===== src/rtl/assert_macros.svh =====
// Assertion macros used by the top RTL file of the delimiter splitter.
`ifndef ASSERT_MACROS_SVH
`define ASSERT_MACROS_SVH

// Property that holds on every clock edge outside reset
`define TDS_ASSERT_ALWAYS(lbl, prop, msg) \
    lbl: assert property (@(posedge aclk) disable iff (!aresetn) (prop)) else $error(msg);

// Cause in one cycle, effect in the next
`define TDS_ASSERT_NEXT(lbl, cause, effect, msg) \
    lbl: assert property (@(posedge aclk) disable iff (!aresetn) \
        (cause) |=> (effect)) else $error(msg);

`endif


===== src/rtl/tds_pkg.sv =====
// Shared types, character codes and helpers for the template delimiter splitter.
package tds_pkg;

    localparam int LINE_BITS_DEF = 24;
    localparam int START_LINE_W  = 24;
    localparam int MAX_RES       = 3;

    localparam logic [7:0] CH_LT  = 8'h3C;
    localparam logic [7:0] CH_PCT = 8'h25;
    localparam logic [7:0] CH_GT  = 8'h3E;
    localparam logic [7:0] CH_LF  = 8'h0A;
    localparam logic [7:0] CH_CR  = 8'h0D;
    localparam logic [7:0] CH_SP  = 8'h20;
    localparam logic [7:0] CH_TAB = 8'h09;

    typedef enum logic [1:0] {
        MODE_TEXT,
        MODE_START,
        MODE_CODE
    } mode_t;

    typedef logic [1:0] res_cnt_t;

    // One result record as it leaves the block
    typedef struct packed {
        logic                    has_byte;
        logic [7:0]              content_byte;
        logic                    is_code;
        logic [7:0]              command_char;
        logic                    block_end;
        logic [START_LINE_W-1:0] start_line;
        logic                    last_of_run;
    } result_t;

    // Space, tab, LF, VT, FF, CR
    function automatic logic is_ws(input logic [7:0] b);
        is_ws = (b == CH_SP) || ((b >= CH_TAB) && (b <= CH_CR));
    endfunction

endpackage


===== src/rtl/tds_decode.sv =====
// Splitter state and the per-byte rules that turn one byte into up to three results.
module tds_decode #(
    parameter int LINE_BITS = tds_pkg::LINE_BITS_DEF
) (
    input  logic                          aclk,
    input  logic                          aresetn,
    input  logic [7:0]                    in_byte,
    input  logic                          in_last,
    input  logic                          consume,
    output tds_pkg::result_t [2:0]        res_slot,
    output tds_pkg::res_cnt_t             res_count
);

    tds_pkg::mode_t       mode_reg, mode_next;
    logic                 held_reg, held_next;
    logic                 nonempty_reg, nonempty_next;
    logic [7:0]           cmd_reg, cmd_next;
    logic [LINE_BITS-1:0] line_count_reg, line_count_next;
    logic [LINE_BITS-1:0] open_line_reg, open_line_next;
    logic [7:0]           prev_byte_reg, prev_byte_next;
    logic                 pair_closed_reg, pair_closed_next;

    // Decision flags for the current byte
    logic is_nl, pair_hit;
    logic open_hit, close_hit, release_hit, hold_hit, emit_b;
    logic nonempty_mid, nonempty_after;
    logic e1, e2, e3;
    logic [31:0] open_line_wide;
    logic [tds_pkg::START_LINE_W-1:0] open_line_24, old_line_24;
    logic [31:0] old_line_wide;

    // Line counting and delimiter decisions
    always_comb begin
        is_nl    = (in_byte == tds_pkg::CH_LF) || (in_byte == tds_pkg::CH_CR);
        pair_hit = is_nl && !pair_closed_reg &&
                   (((in_byte == tds_pkg::CH_LF) && (prev_byte_reg == tds_pkg::CH_CR)) ||
                    ((in_byte == tds_pkg::CH_CR) && (prev_byte_reg == tds_pkg::CH_LF)));
        line_count_next = line_count_reg;
        if (is_nl && !pair_hit && (line_count_reg != '1)) begin
            line_count_next = line_count_reg + 1'b1;
        end

        open_hit    = 1'b0;
        close_hit   = 1'b0;
        release_hit = 1'b0;
        hold_hit    = 1'b0;
        emit_b      = 1'b0;
        case (mode_reg)
            tds_pkg::MODE_TEXT: begin
                open_hit    = held_reg && (in_byte == tds_pkg::CH_PCT);
                release_hit = held_reg && (in_byte != tds_pkg::CH_PCT);
                hold_hit    = !open_hit && (in_byte == tds_pkg::CH_LT) && !in_last;
                emit_b      = !open_hit && !hold_hit;
            end
            tds_pkg::MODE_START: begin
                // a whitespace byte is content, anything else the command
                emit_b = tds_pkg::is_ws(in_byte);
            end
            tds_pkg::MODE_CODE: begin
                close_hit   = held_reg && (in_byte == tds_pkg::CH_GT);
                release_hit = held_reg && (in_byte != tds_pkg::CH_GT);
                hold_hit    = !close_hit && (in_byte == tds_pkg::CH_PCT) && !in_last;
                emit_b      = !close_hit && !hold_hit;
            end
            default: begin
                emit_b = 1'b0;
            end
        endcase

        nonempty_mid   = (open_hit || close_hit) ? 1'b0 :
                         (release_hit ? 1'b1 : nonempty_reg);
        nonempty_after = emit_b ? 1'b1 : nonempty_mid;
    end

    // Next state
    always_comb begin
        mode_next        = mode_reg;
        cmd_next         = cmd_reg;
        open_line_next   = open_line_reg;
        case (mode_reg)
            tds_pkg::MODE_TEXT: begin
                if (open_hit) begin
                    mode_next      = tds_pkg::MODE_START;
                    open_line_next = line_count_next;
                end
            end
            tds_pkg::MODE_START: begin
                mode_next = tds_pkg::MODE_CODE;
                cmd_next  = tds_pkg::is_ws(in_byte) ? 8'h00 : in_byte;
            end
            tds_pkg::MODE_CODE: begin
                if (close_hit) begin
                    mode_next = tds_pkg::MODE_TEXT;
                    cmd_next  = 8'h00;
                end
            end
            default: begin
                mode_next = tds_pkg::MODE_TEXT;
            end
        endcase
        held_next        = hold_hit;
        nonempty_next    = nonempty_after;
        prev_byte_next   = in_byte;
        pair_closed_next = pair_hit;
    end

    // Result records: release or end mark, then the byte, then the stream-end mark
    always_comb begin
        tds_pkg::result_t r1, r2, r3;

        old_line_wide  = 32'(open_line_reg);
        old_line_24    = old_line_wide[tds_pkg::START_LINE_W-1:0];
        open_line_wide = 32'(open_line_next);
        open_line_24   = open_line_wide[tds_pkg::START_LINE_W-1:0];

        e1 = release_hit || ((open_hit || close_hit) && nonempty_reg);
        e2 = emit_b;
        e3 = in_last && nonempty_after;

        r1.has_byte     = release_hit;
        r1.content_byte = !release_hit ? 8'h00 :
                          ((mode_reg == tds_pkg::MODE_TEXT) ? tds_pkg::CH_LT : tds_pkg::CH_PCT);
        r1.is_code      = (mode_reg != tds_pkg::MODE_TEXT);
        r1.command_char = r1.is_code ? cmd_reg : 8'h00;
        r1.block_end    = !release_hit;
        r1.start_line   = r1.is_code ? old_line_24 : '0;
        r1.last_of_run  = !e2 && !e3;

        r2.has_byte     = 1'b1;
        r2.content_byte = in_byte;
        r2.is_code      = (mode_reg != tds_pkg::MODE_TEXT);
        r2.command_char = r2.is_code ? cmd_next : 8'h00;
        r2.block_end    = 1'b0;
        r2.start_line   = r2.is_code ? open_line_24 : '0;
        r2.last_of_run  = !e3;

        r3.has_byte     = 1'b0;
        r3.content_byte = 8'h00;
        r3.is_code      = (mode_next != tds_pkg::MODE_TEXT);
        r3.command_char = r3.is_code ? cmd_next : 8'h00;
        r3.block_end    = 1'b1;
        r3.start_line   = r3.is_code ? open_line_24 : '0;
        r3.last_of_run  = 1'b1;

        // pack the present records toward slot 0
        res_slot[0] = e1 ? r1 : (e2 ? r2 : r3);
        res_slot[1] = e1 ? (e2 ? r2 : r3) : r3;
        res_slot[2] = r3;
        res_count   = tds_pkg::res_cnt_t'({1'b0, e1} + {1'b0, e2} + {1'b0, e3});
    end

    // State registers; stream end returns everything to reset values
    always_ff @(posedge aclk) begin
        if (!aresetn || (consume && in_last)) begin
            mode_reg        <= tds_pkg::MODE_TEXT;
            held_reg        <= 1'b0;
            nonempty_reg    <= 1'b0;
            cmd_reg         <= 8'h00;
            line_count_reg  <= LINE_BITS'(1);
            open_line_reg   <= LINE_BITS'(1);
            prev_byte_reg   <= 8'h00;
            pair_closed_reg <= 1'b0;
        end else if (consume) begin
            mode_reg        <= mode_next;
            held_reg        <= held_next;
            nonempty_reg    <= nonempty_next;
            cmd_reg         <= cmd_next;
            line_count_reg  <= line_count_next;
            open_line_reg   <= open_line_next;
            prev_byte_reg   <= prev_byte_next;
            pair_closed_reg <= pair_closed_next;
        end
    end

endmodule


===== src/rtl/tds_obuf.sv =====
// Result register: holds up to three results of one byte and hands them out in order.
module tds_obuf (
    input  logic                   aclk,
    input  logic                   aresetn,
    input  logic                   load,
    input  tds_pkg::result_t [2:0] load_slot,
    input  tds_pkg::res_cnt_t      load_count,
    input  logic                   m_ready,
    output logic                   m_valid,
    output tds_pkg::result_t       head,
    output logic                   free
);

    tds_pkg::result_t [2:0] slot_reg, slot_next;
    tds_pkg::res_cnt_t      count_reg, count_next;
    logic                   take;

    assign m_valid = (count_reg != '0);
    assign head    = slot_reg[0];
    assign take    = m_valid && m_ready;
    // room for a new group once the last pending result goes out
    assign free    = (count_reg == '0) || ((count_reg == tds_pkg::res_cnt_t'(1)) && m_ready);

    // Load a new group or shift toward the head on a transfer
    always_comb begin
        slot_next  = slot_reg;
        count_next = count_reg;
        if (load) begin
            slot_next  = load_slot;
            count_next = load_count;
        end else if (take) begin
            slot_next[0] = slot_reg[1];
            slot_next[1] = slot_reg[2];
            count_next   = count_reg - 1'b1;
        end
    end

    always_ff @(posedge aclk) begin
        slot_reg <= slot_next;
    end

    always_ff @(posedge aclk) begin
        if (!aresetn) begin
            count_reg <= '0;
        end else begin
            count_reg <= count_next;
        end
    end

endmodule


===== src/rtl/template_delimiter_splitter.sv =====
// The input register takes each byte; once the byte is consumed, its results are loaded into the result register,
// which presents them on the m_ side. Throughput: one byte per cycle while each byte gives at most one result and
// m_ready is high; a byte with up to three results holds the result register as its single read port hands them out.
// A byte that gives no result passes the input register without waiting on the m_ side.
// Reset (aresetn low at a rising edge) empties both registers and returns to text mode, line 1.
// The byte marked stream_end also returns all splitter state to its reset values.
`include "assert_macros.svh"

module template_delimiter_splitter #(
    parameter int LINE_BITS = tds_pkg::LINE_BITS_DEF
) (
    input  logic                                aclk,
    input  logic                                aresetn,
    input  logic                                s_valid,
    output logic                                s_ready,
    input  logic [7:0]                          s_data_byte,
    input  logic                                s_stream_end,
    output logic                                m_valid,
    input  logic                                m_ready,
    output logic                                m_has_byte,
    output logic [7:0]                          m_content_byte,
    output logic                                m_is_code,
    output logic [7:0]                          m_command_char,
    output logic                                m_block_end,
    output logic [tds_pkg::START_LINE_W-1:0]    m_start_line,
    output logic                                m_last_of_run
);

    logic                   in_valid_reg;
    logic [7:0]             in_byte_reg;
    logic                   in_last_reg;
    logic                   consume;
    logic                   buf_free;
    tds_pkg::result_t [2:0] res_slot;
    tds_pkg::res_cnt_t      res_count;
    tds_pkg::result_t       head;

    // Input register: takes a transfer when empty or emptying
    assign consume = in_valid_reg && (buf_free || (res_count == '0));
    assign s_ready = !in_valid_reg || consume;

    always_ff @(posedge aclk) begin
        if (!aresetn) begin
            in_valid_reg <= 1'b0;
        end else if (s_ready) begin
            in_valid_reg <= s_valid;
        end
    end

    always_ff @(posedge aclk) begin
        if (s_valid && s_ready) begin
            in_byte_reg <= s_data_byte;
            in_last_reg <= s_stream_end;
        end
    end

    tds_decode #(
        .LINE_BITS (LINE_BITS)
    ) u_decode (
        .aclk      (aclk),
        .aresetn   (aresetn),
        .in_byte   (in_byte_reg),
        .in_last   (in_last_reg),
        .consume   (consume),
        .res_slot  (res_slot),
        .res_count (res_count)
    );

    tds_obuf u_obuf (
        .aclk       (aclk),
        .aresetn    (aresetn),
        .load       (consume && (res_count != '0)),
        .load_slot  (res_slot),
        .load_count (res_count),
        .m_ready    (m_ready),
        .m_valid    (m_valid),
        .head       (head),
        .free       (buf_free)
    );

    // Result fields
    assign m_has_byte     = head.has_byte;
    assign m_content_byte = head.content_byte;
    assign m_is_code      = head.is_code;
    assign m_command_char = head.command_char;
    assign m_block_end    = head.block_end;
    assign m_start_line   = head.start_line;
    assign m_last_of_run  = head.last_of_run;

    // Checks
    `TDS_ASSERT_ALWAYS(a_byte_xor_end, !m_valid || (m_has_byte ^ m_block_end), "result must be a byte or an end mark")
    `TDS_ASSERT_ALWAYS(a_text_clean, !(m_valid && !m_is_code) || ((m_command_char == 8'h00) && (m_start_line == '0)), "text result carries code fields")
    `TDS_ASSERT_NEXT(a_load_shows, consume && (res_count != '0), m_valid, "loaded results not presented")

endmodule


===== config.mk =====
export PLATFORM = sky130hd
export DESIGN_NAME = template_delimiter_splitter
export DESIGN_NICKNAME = d
export VERILOG_FILES = /design/src/rtl/tds_pkg.sv /design/src/rtl/tds_decode.sv /design/src/rtl/tds_obuf.sv /design/src/rtl/template_delimiter_splitter.sv
export VERILOG_INCLUDE_DIRS = /design/src /design/src/rtl
export SDC_FILE = /design/constraint.sdc
export NUM_CORES = 1
export LEC_CHECK = 0
export BUFFER_PORTS_ARGS = -buffer_cell sky130_fd_sc_hd__buf_4
export CAP_MARGIN = 20
export CORE_AREA = 2 2 169 171
export CTS_CLUSTER_DIAMETER = 50
export CTS_CLUSTER_SIZE = 40
export DETAILED_ROUTE_END_ITERATION = 8
export DIE_AREA = 0 0 171 173
export SKIP_LAST_GASP = 1
export SLEW_MARGIN = 0
export SYNTH_ARGS = -nofsm -noshare
export SYNTH_HDL_FRONTEND = slang
export SYNTH_SLANG_ARGS = --single-unit

===== constraint.sdc =====
create_clock -name aclk -period 6.5 [get_ports aclk]
set_input_delay 0.325 -clock aclk [delete_from_list [all_inputs] [get_ports aclk]]
set_output_delay 0.325 -clock aclk [all_outputs]
set_load 0.02 [all_outputs]

# Word-level counts from Yosys, hierarchy flattened

Index checks and enable logic that the tools add are counted.
Widths: inputs -> output; s select.

Flip-flop bits (word level): 202
Logic and storage cells: 136
Input port bits: 13
Output and inout bits: 46

Equal/unequal tests: 14
Reductions and logical operators: 55
Add/subtract/negate cells: 4
Magnitude comparators: 2
Mux-type cells: 32

Operator list:

| kind                  | count |
|---|---|
| $mux 88               | 2 |
| $mux 24               | 6 |
| $mux 44               | 3 |
| $mux 8                | 6 |
| $eq 8x4->1 const B    | 4 |
| $eq 8x6->1 const B    | 4 |
| $logic_and 1x1->1     | 26 |
| $add 24x1->24 const B | 1 |
| $ne 24x24->1 const B  | 1 |
| $ne 8x6->1 const B    | 2 |
| $pmux 8 s2            | 1 |
| $logic_not 1->1       | 12 |
| $reduce_bool 2->1     | 5 |
| $logic_or 1x1->1      | 9 |
| $ge 8x4->1 const B    | 1 |
| $le 8x4->1 const B    | 1 |
| $mux 2                | 4 |
| $logic_not 2->1       | 3 |
| $pmux 2 s3            | 1 |
| $mux 1                | 5 |
| $mux 5                | 1 |
| $eq 2x1->1 const B    | 2 |
| $pmux 1 s2            | 2 |
| $pmux 1 s3            | 1 |
| other kinds (4)       | 4 |

# Longest topological paths before layout

Depth in word-level cells: 16
Mapped depth: 18
Depth with buffers taken out: 17

# Cells and area by module

Synthesis repeated with hierarchy kept, for this count alone.

Cells, all modules: 995
Area, all modules: 11443.5 µm²

By module, submodules not included:

| module                      | area each (µm²) | seq. area each (µm²) | cells each | times used |
|---|---|---|---|---|
| tds_obuf                    | 5953.2          | 4003.8               | 293        | 1 |
| tds_decode                  | 5148.7          | 1381.3               | 683        | 1 |
| template_delimiter_splitter | 341.6           | 290.3                | 19         | 1 |

# Worst setup path after synthesis

OpenSTA, ideal clock, no wires.

Path type: register -> register
Start point: reg in_byte_reg[4]
End point: reg u_obuf.count_reg[0]
Period minus slack after synthesis: 5.926 ns
Cell stages (with the launch flop): 18
Setup slack: 0.574 ns
Data arrival time: 5.819 ns
Setup time: 0.106 ns
Path buffers: 2
Data required time: 6.394 ns
Path through: edfxtp_1 > buf_6 > or4b_1 > buf_2 > o32a_1 > o21a_1 > o31ai_4 > o21ai_0 > and2_1 > fa_1 > nor2_1 > a211oi_1 > nor2b_1 > o21ai_1 > inv_1 > a21o_1 > a21oi_1 > a311oi_1

Word-level cells in the longest chain between the ends: 16
Elaborated cells on any way between the ends: 44
Classes of those cells: 2 x add/sub; 2 x order compare; 6 x eq/ne; 8 x mux; 26 x reduce/logical

RTL lines:

| element                                                             | line                              | source |
|---|---|---|
| start, declared                                                     | template_delimiter_splitter.sv:30 | `logic [7:0] in_byte_reg;` |
| start signal, assigned                                              | template_delimiter_splitter.sv:52 | `in_byte_reg <= s_data_byte;` |
| parallel branches: the longest is 10 deep, another holds $ge 8x4->1 | n/a                               |  |
| $add 2x1->2 (*)                                                     | tds_decode.sv:149                 | `res_count = tds_pkg::res_cnt_t'({1'b0, e1} + {1'b0, e2} + {1'b0, e3});` |
| $logic_not 2->1                                                     | template_delimiter_splitter.sv:39 | `assign consume = in_valid_reg && (buf_free \|\| (res_count == '0));` |
| $logic_or 1x1->1                                                    | template_delimiter_splitter.sv:39 |  |
| $logic_and 1x1->1                                                   | template_delimiter_splitter.sv:39 |  |
| $logic_and 1x1->1                                                   | template_delimiter_splitter.sv:72 | `.load (consume && (res_count != '0)),` |
| $mux 2 / $reduce_bool 2->1 (equally long branches)                  | n/a                               |  |
| end signal, assigned                                                | tds_obuf.sv:46                    | `count_reg <= count_next;` |
| end, declared                                                       | tds_obuf.sv:15                    | `tds_pkg::res_cnt_t count_reg, count_next;` |

Mark *: on every way between the ends.
A chain may end at the register's enable or synchronous reset.

# Final worst setup path

Start point: reg in_byte_reg[1]
End point: reg u_obuf.slot_reg[67] (netlist name) (enable)

Word-level cells in the longest chain between the ends: 16
Elaborated cells on any way between the ends: 43
Classes of those cells: 2 x add/sub; 2 x order compare; 6 x eq/ne; 7 x mux; 26 x reduce/logical

RTL lines:

| element                                                             | line                              | source |
|---|---|---|
| parallel branches: the longest is 10 deep, another holds $ge 8x4->1 | n/a                               |  |
| $add 2x1->2 (*)                                                     | tds_decode.sv:149                 |  |
| $logic_not 2->1                                                     | template_delimiter_splitter.sv:39 |  |
| $logic_or 1x1->1                                                    | template_delimiter_splitter.sv:39 |  |
| $logic_and 1x1->1                                                   | template_delimiter_splitter.sv:39 |  |
| $logic_and 1x1->1 (*)                                               | template_delimiter_splitter.sv:72 |  |
| $reduce_bool 2->1 (no line) (*)                                     | n/a                               |  |
| end signal, assigned                                                | tds_obuf.sv:39                    | `slot_reg <= slot_next;` |
| end, declared                                                       | tds_obuf.sv:14                    | `tds_pkg::result_t [2:0] slot_reg, slot_next;` |

Marks and branches as above.

==> impl_metrics.toml <==
[logic_synthesis]
synth.distinct_cells = 77
synth.net_count = 931
synthArstFlopShare_pct = 0
ys.flop_type = "edfxtp_1"
ys_seq_area_share_pct = 55.5
ys.warnings.count = 0
postSynthAreaPerCell_sq_um = 10.6
synth_area_leaders = "edfxtp_1, dfxtp_1, nor2_1, buf_4, a22oi_1"
syn_inst = 910
synth_edf_count = 130
synth_top_area_share_pct = 40.5
netlist_area_sq_um = 9630
yosysTopAreaCell = "edfxtp_1"
synth-seq-cells = 202

[worst_setup_path]
end_kind = "flop"
critPathArrivalTime_ns = 5.78
crit_buf_inv = 3
worst-setup-path-type = "flop to flop"
path_max_fanout = 52
path_cells = "or4b_1, o32a_1, o21a_1, o31ai_4, o21ai_0, and2_1, fa_1, nor2_1, a211oi_1, nor2b_2, buf_4, o21ai_4, inv_2, a21o_4, buf_12"
cp_top_family = "compound AO/OA/AOI/OAI gates"
critical_path_depth = 15
r2r_cells = 15
critPathLaunchType = "flop"
crit_slowest_cell = "or4b_1"
crit_required_ns = 6.69
slowest_delay_ns = 0.67

[finish]
postLayoutCellArea_sq_um = 10900
drive_gt1_share_pct = 14.7
area_growth_pct = 12.7
final_cell_mix = "nor2_1, edfxtp_1, dfxtp_1, buf_4, nand2_1"
diodes = 0
largest_register_ff_count = 77
final_common_cell = "nor2_1"
final_util_pct = 39.3
final_nets = 934

[sta]
worst_pin_slew_ns = 1.11
rsz0062_at_grt = "false"
hold_viol = 0
fmax_mhz = 179
setup_tns_ns = 0
max_slew_margin_pct = 25.7
setup_viol = 0
fin_crit_sh_pct = 85.9
fin_crit_ns = 5.58
maxSlewViolCount = 0
finalClockSkew_ns = 0.0178

[power]
finalPower_w = 0.00325
power.density_nw_per_um2 = 299
comb_power_share_pct = 15.4
p_leak_nw = 3.61
p_clk_share_pct = 35.0
p_switching_w = 0.000929
p_int_w = 0.00232
swShare_pct = 28.6
vdd_drop_max_mv = 0.146
seqPwrFrac_pct = 49.6

[grt]
track_usage_pct = 15.3
grt_pass1_vias = 6529
grt_max_degree = 53
overflow = 0
grt_pass1_wl_mm = 36.4
antenna_found_initial = 0

[clock_network]
htree_levels = 1
clock-sinks = 202
clk_latency_ns = 0.51
root_buffer = "clkbuf_16"
clock_path_buffers = 3
numCtsBuffers = 19
path_clk_slew_ns = 0.08
cts_tree = "built"
cts_setup_buffers = 0

[detailed_routing]
vias_per_cell = 5.31
dr.pass1.iters = 7
wl_per_cell_um = 17.6
route.vias.total = 6922
drc = 0
ant_nets = 0
wl_mm = 22.9
drt_iter0_drc = 578

[placement]
gp_congestion = 0.837
dp_hpwl_mm = 14.8
placed_area_sq_um = 10100
portBuffers = 58

[floorplan]
dieArea_sq_um = 29600
fp.dieH_um = 173
die_w_um = 171
start_util_pct = 34.8
coreArea_sq_um = 27600
num_rows = 61
ios = 59

[status]
status = "finished clean"

[min_path]
whs_path_depth = 1
hold_path.class = "input pin to flop"

[job]
maxCapViolCount = 0
==> repair_timing <==
item | 4_1_cts | 5_1_grt
resized for setup | 0 | 0
hold buffers | 5 | 2
hold endpoints to repair | 5 | 2
==> cells by family (layout without fill, tap and decap cells) <==
logic type	after synthesis	count (layout)	synth area share, %
AND/OR/NAND/NOR	308	308	15.2
AO/OA/AOI/OAI	215	215	16.1
flip-flops	202	202	55.5
buffers and inverters	120	136	6.56
XOR/XNOR	30	30	2.73
multiplexers	27	27	2.83
adder cells (fa/ha/maj)	8	8	1.12
==> metrics by stage <==
step | instances | worst slack, ns | hold slack (ns)
after global placement | 1262 | 1.07 | 0.444
after detailed placement | 1262 | 0.929 | 0.449
after floorplan | 910 | 0.574 | 0.424
after CTS | 1301 | 0.903 | 0.00117
final | 1304 | 0.916 | 0.0266
after global routing | 1304 | 0.587 | 0.0134
==> power groups by stage <==
| stage | clock network (W) | logic (W) | registers (W) |
|---|---|---|---|
| 5_1_grt | 0.00120 | 0.000544 | 0.00163 |
| 6_report | 0.00113 | 0.000500 | 0.00161 |
| 4_1_cts | 0.00116 | 0.000505 | 0.00161 |
| 3_5_place_dp | 0 | 0.000502 | 0.00164 |
| 3_3_place_gp | 0 | 0.000495 | 0.00164 |
| 2_1_floorplan | 0 | 0.000383 | 0.00163 |
==> layout make-up <==
class / instances / area, sq um
well taps: 378 / 473
flip-flops and latches: 202 / 5350
repair buffers: 80 / 631
multi-input cells: 588 / 3690
fillers: 2744 / 16800
clock inverters: 13 / 146
inverters: 22 / 82.6
clock buffers: 21 / 483
==> synth_stat cells, types with 2 or more instances <==
library cell	n
nor2_1	142
edfxtp_1	130
dfxtp_1	72
nand2_1	56
clkbuf_1	45
buf_4	41
a22oi_1	37
a21oi_1	34
o21ai_1	27
mux2i_1	25
a221o_1	23
o21ai_0	23
a211oi_1	21
inv_1	21
nand3_1	20
nor3_1	20
xnor2_1	18
nand4_1	12
xor2_1	12
and2_1	9
nor4_1	9
or3_1	9
a211oi_2	8
ha_1	7
buf_1	5
a31oi_1	4
buf_2	4
a211o_1	3
a21o_1	3
a22o_1	3
and3_1	3
buf_6	3
nand3b_1	3
nor4b_1	3
o211ai_1	3
o21a_1	3
o22ai_1	3
a311oi_1	2
a32oi_1	2
nand4b_1	2
nand4bb_1	2
o31ai_1	2
o32a_1	2
==> worst register-to-register path, delay by kind of cell (launching register included) <==
| kind | cells | cell delay (ns) |
|---|---|---|
| AND/OR/NAND/NOR | 4 | 1.14 |
| buffers and inverters | 3 | 0.96 |
| flip-flops | 1 | 0.56 |
| AO/OA/AOI/OAI | 7 | 2.02 |
| adder cells (fa/ha/maj) | 1 | 0.56 |
==> layer usage <==
layer	vias to the layer above	part of all wire, %	wire (um)	GRT usage (%)
li1	3330	-	-	-
met1	3375	47	10700	21.8
met2	186	45	10400	23.7
met3	31	5.8	1330	2.59
met4	0	2.1	471	4.80
met5	-	0	0	0
==> final timing paths <==
kind	startpoint	end	slack (ns)
min reg2reg	u_decode.prev_byte_reg[7]	u_decode.prev_byte_reg[7]	0.46
max	in_byte_reg[1]	u_obuf.slot_reg[67]	0.92
min	s_data_byte[3]	in_byte_reg[3]	0.03
max reg2reg	in_byte_reg[1]	u_obuf.slot_reg[67]	0.92
Note: power is estimated with default switching activity, not from simulation.
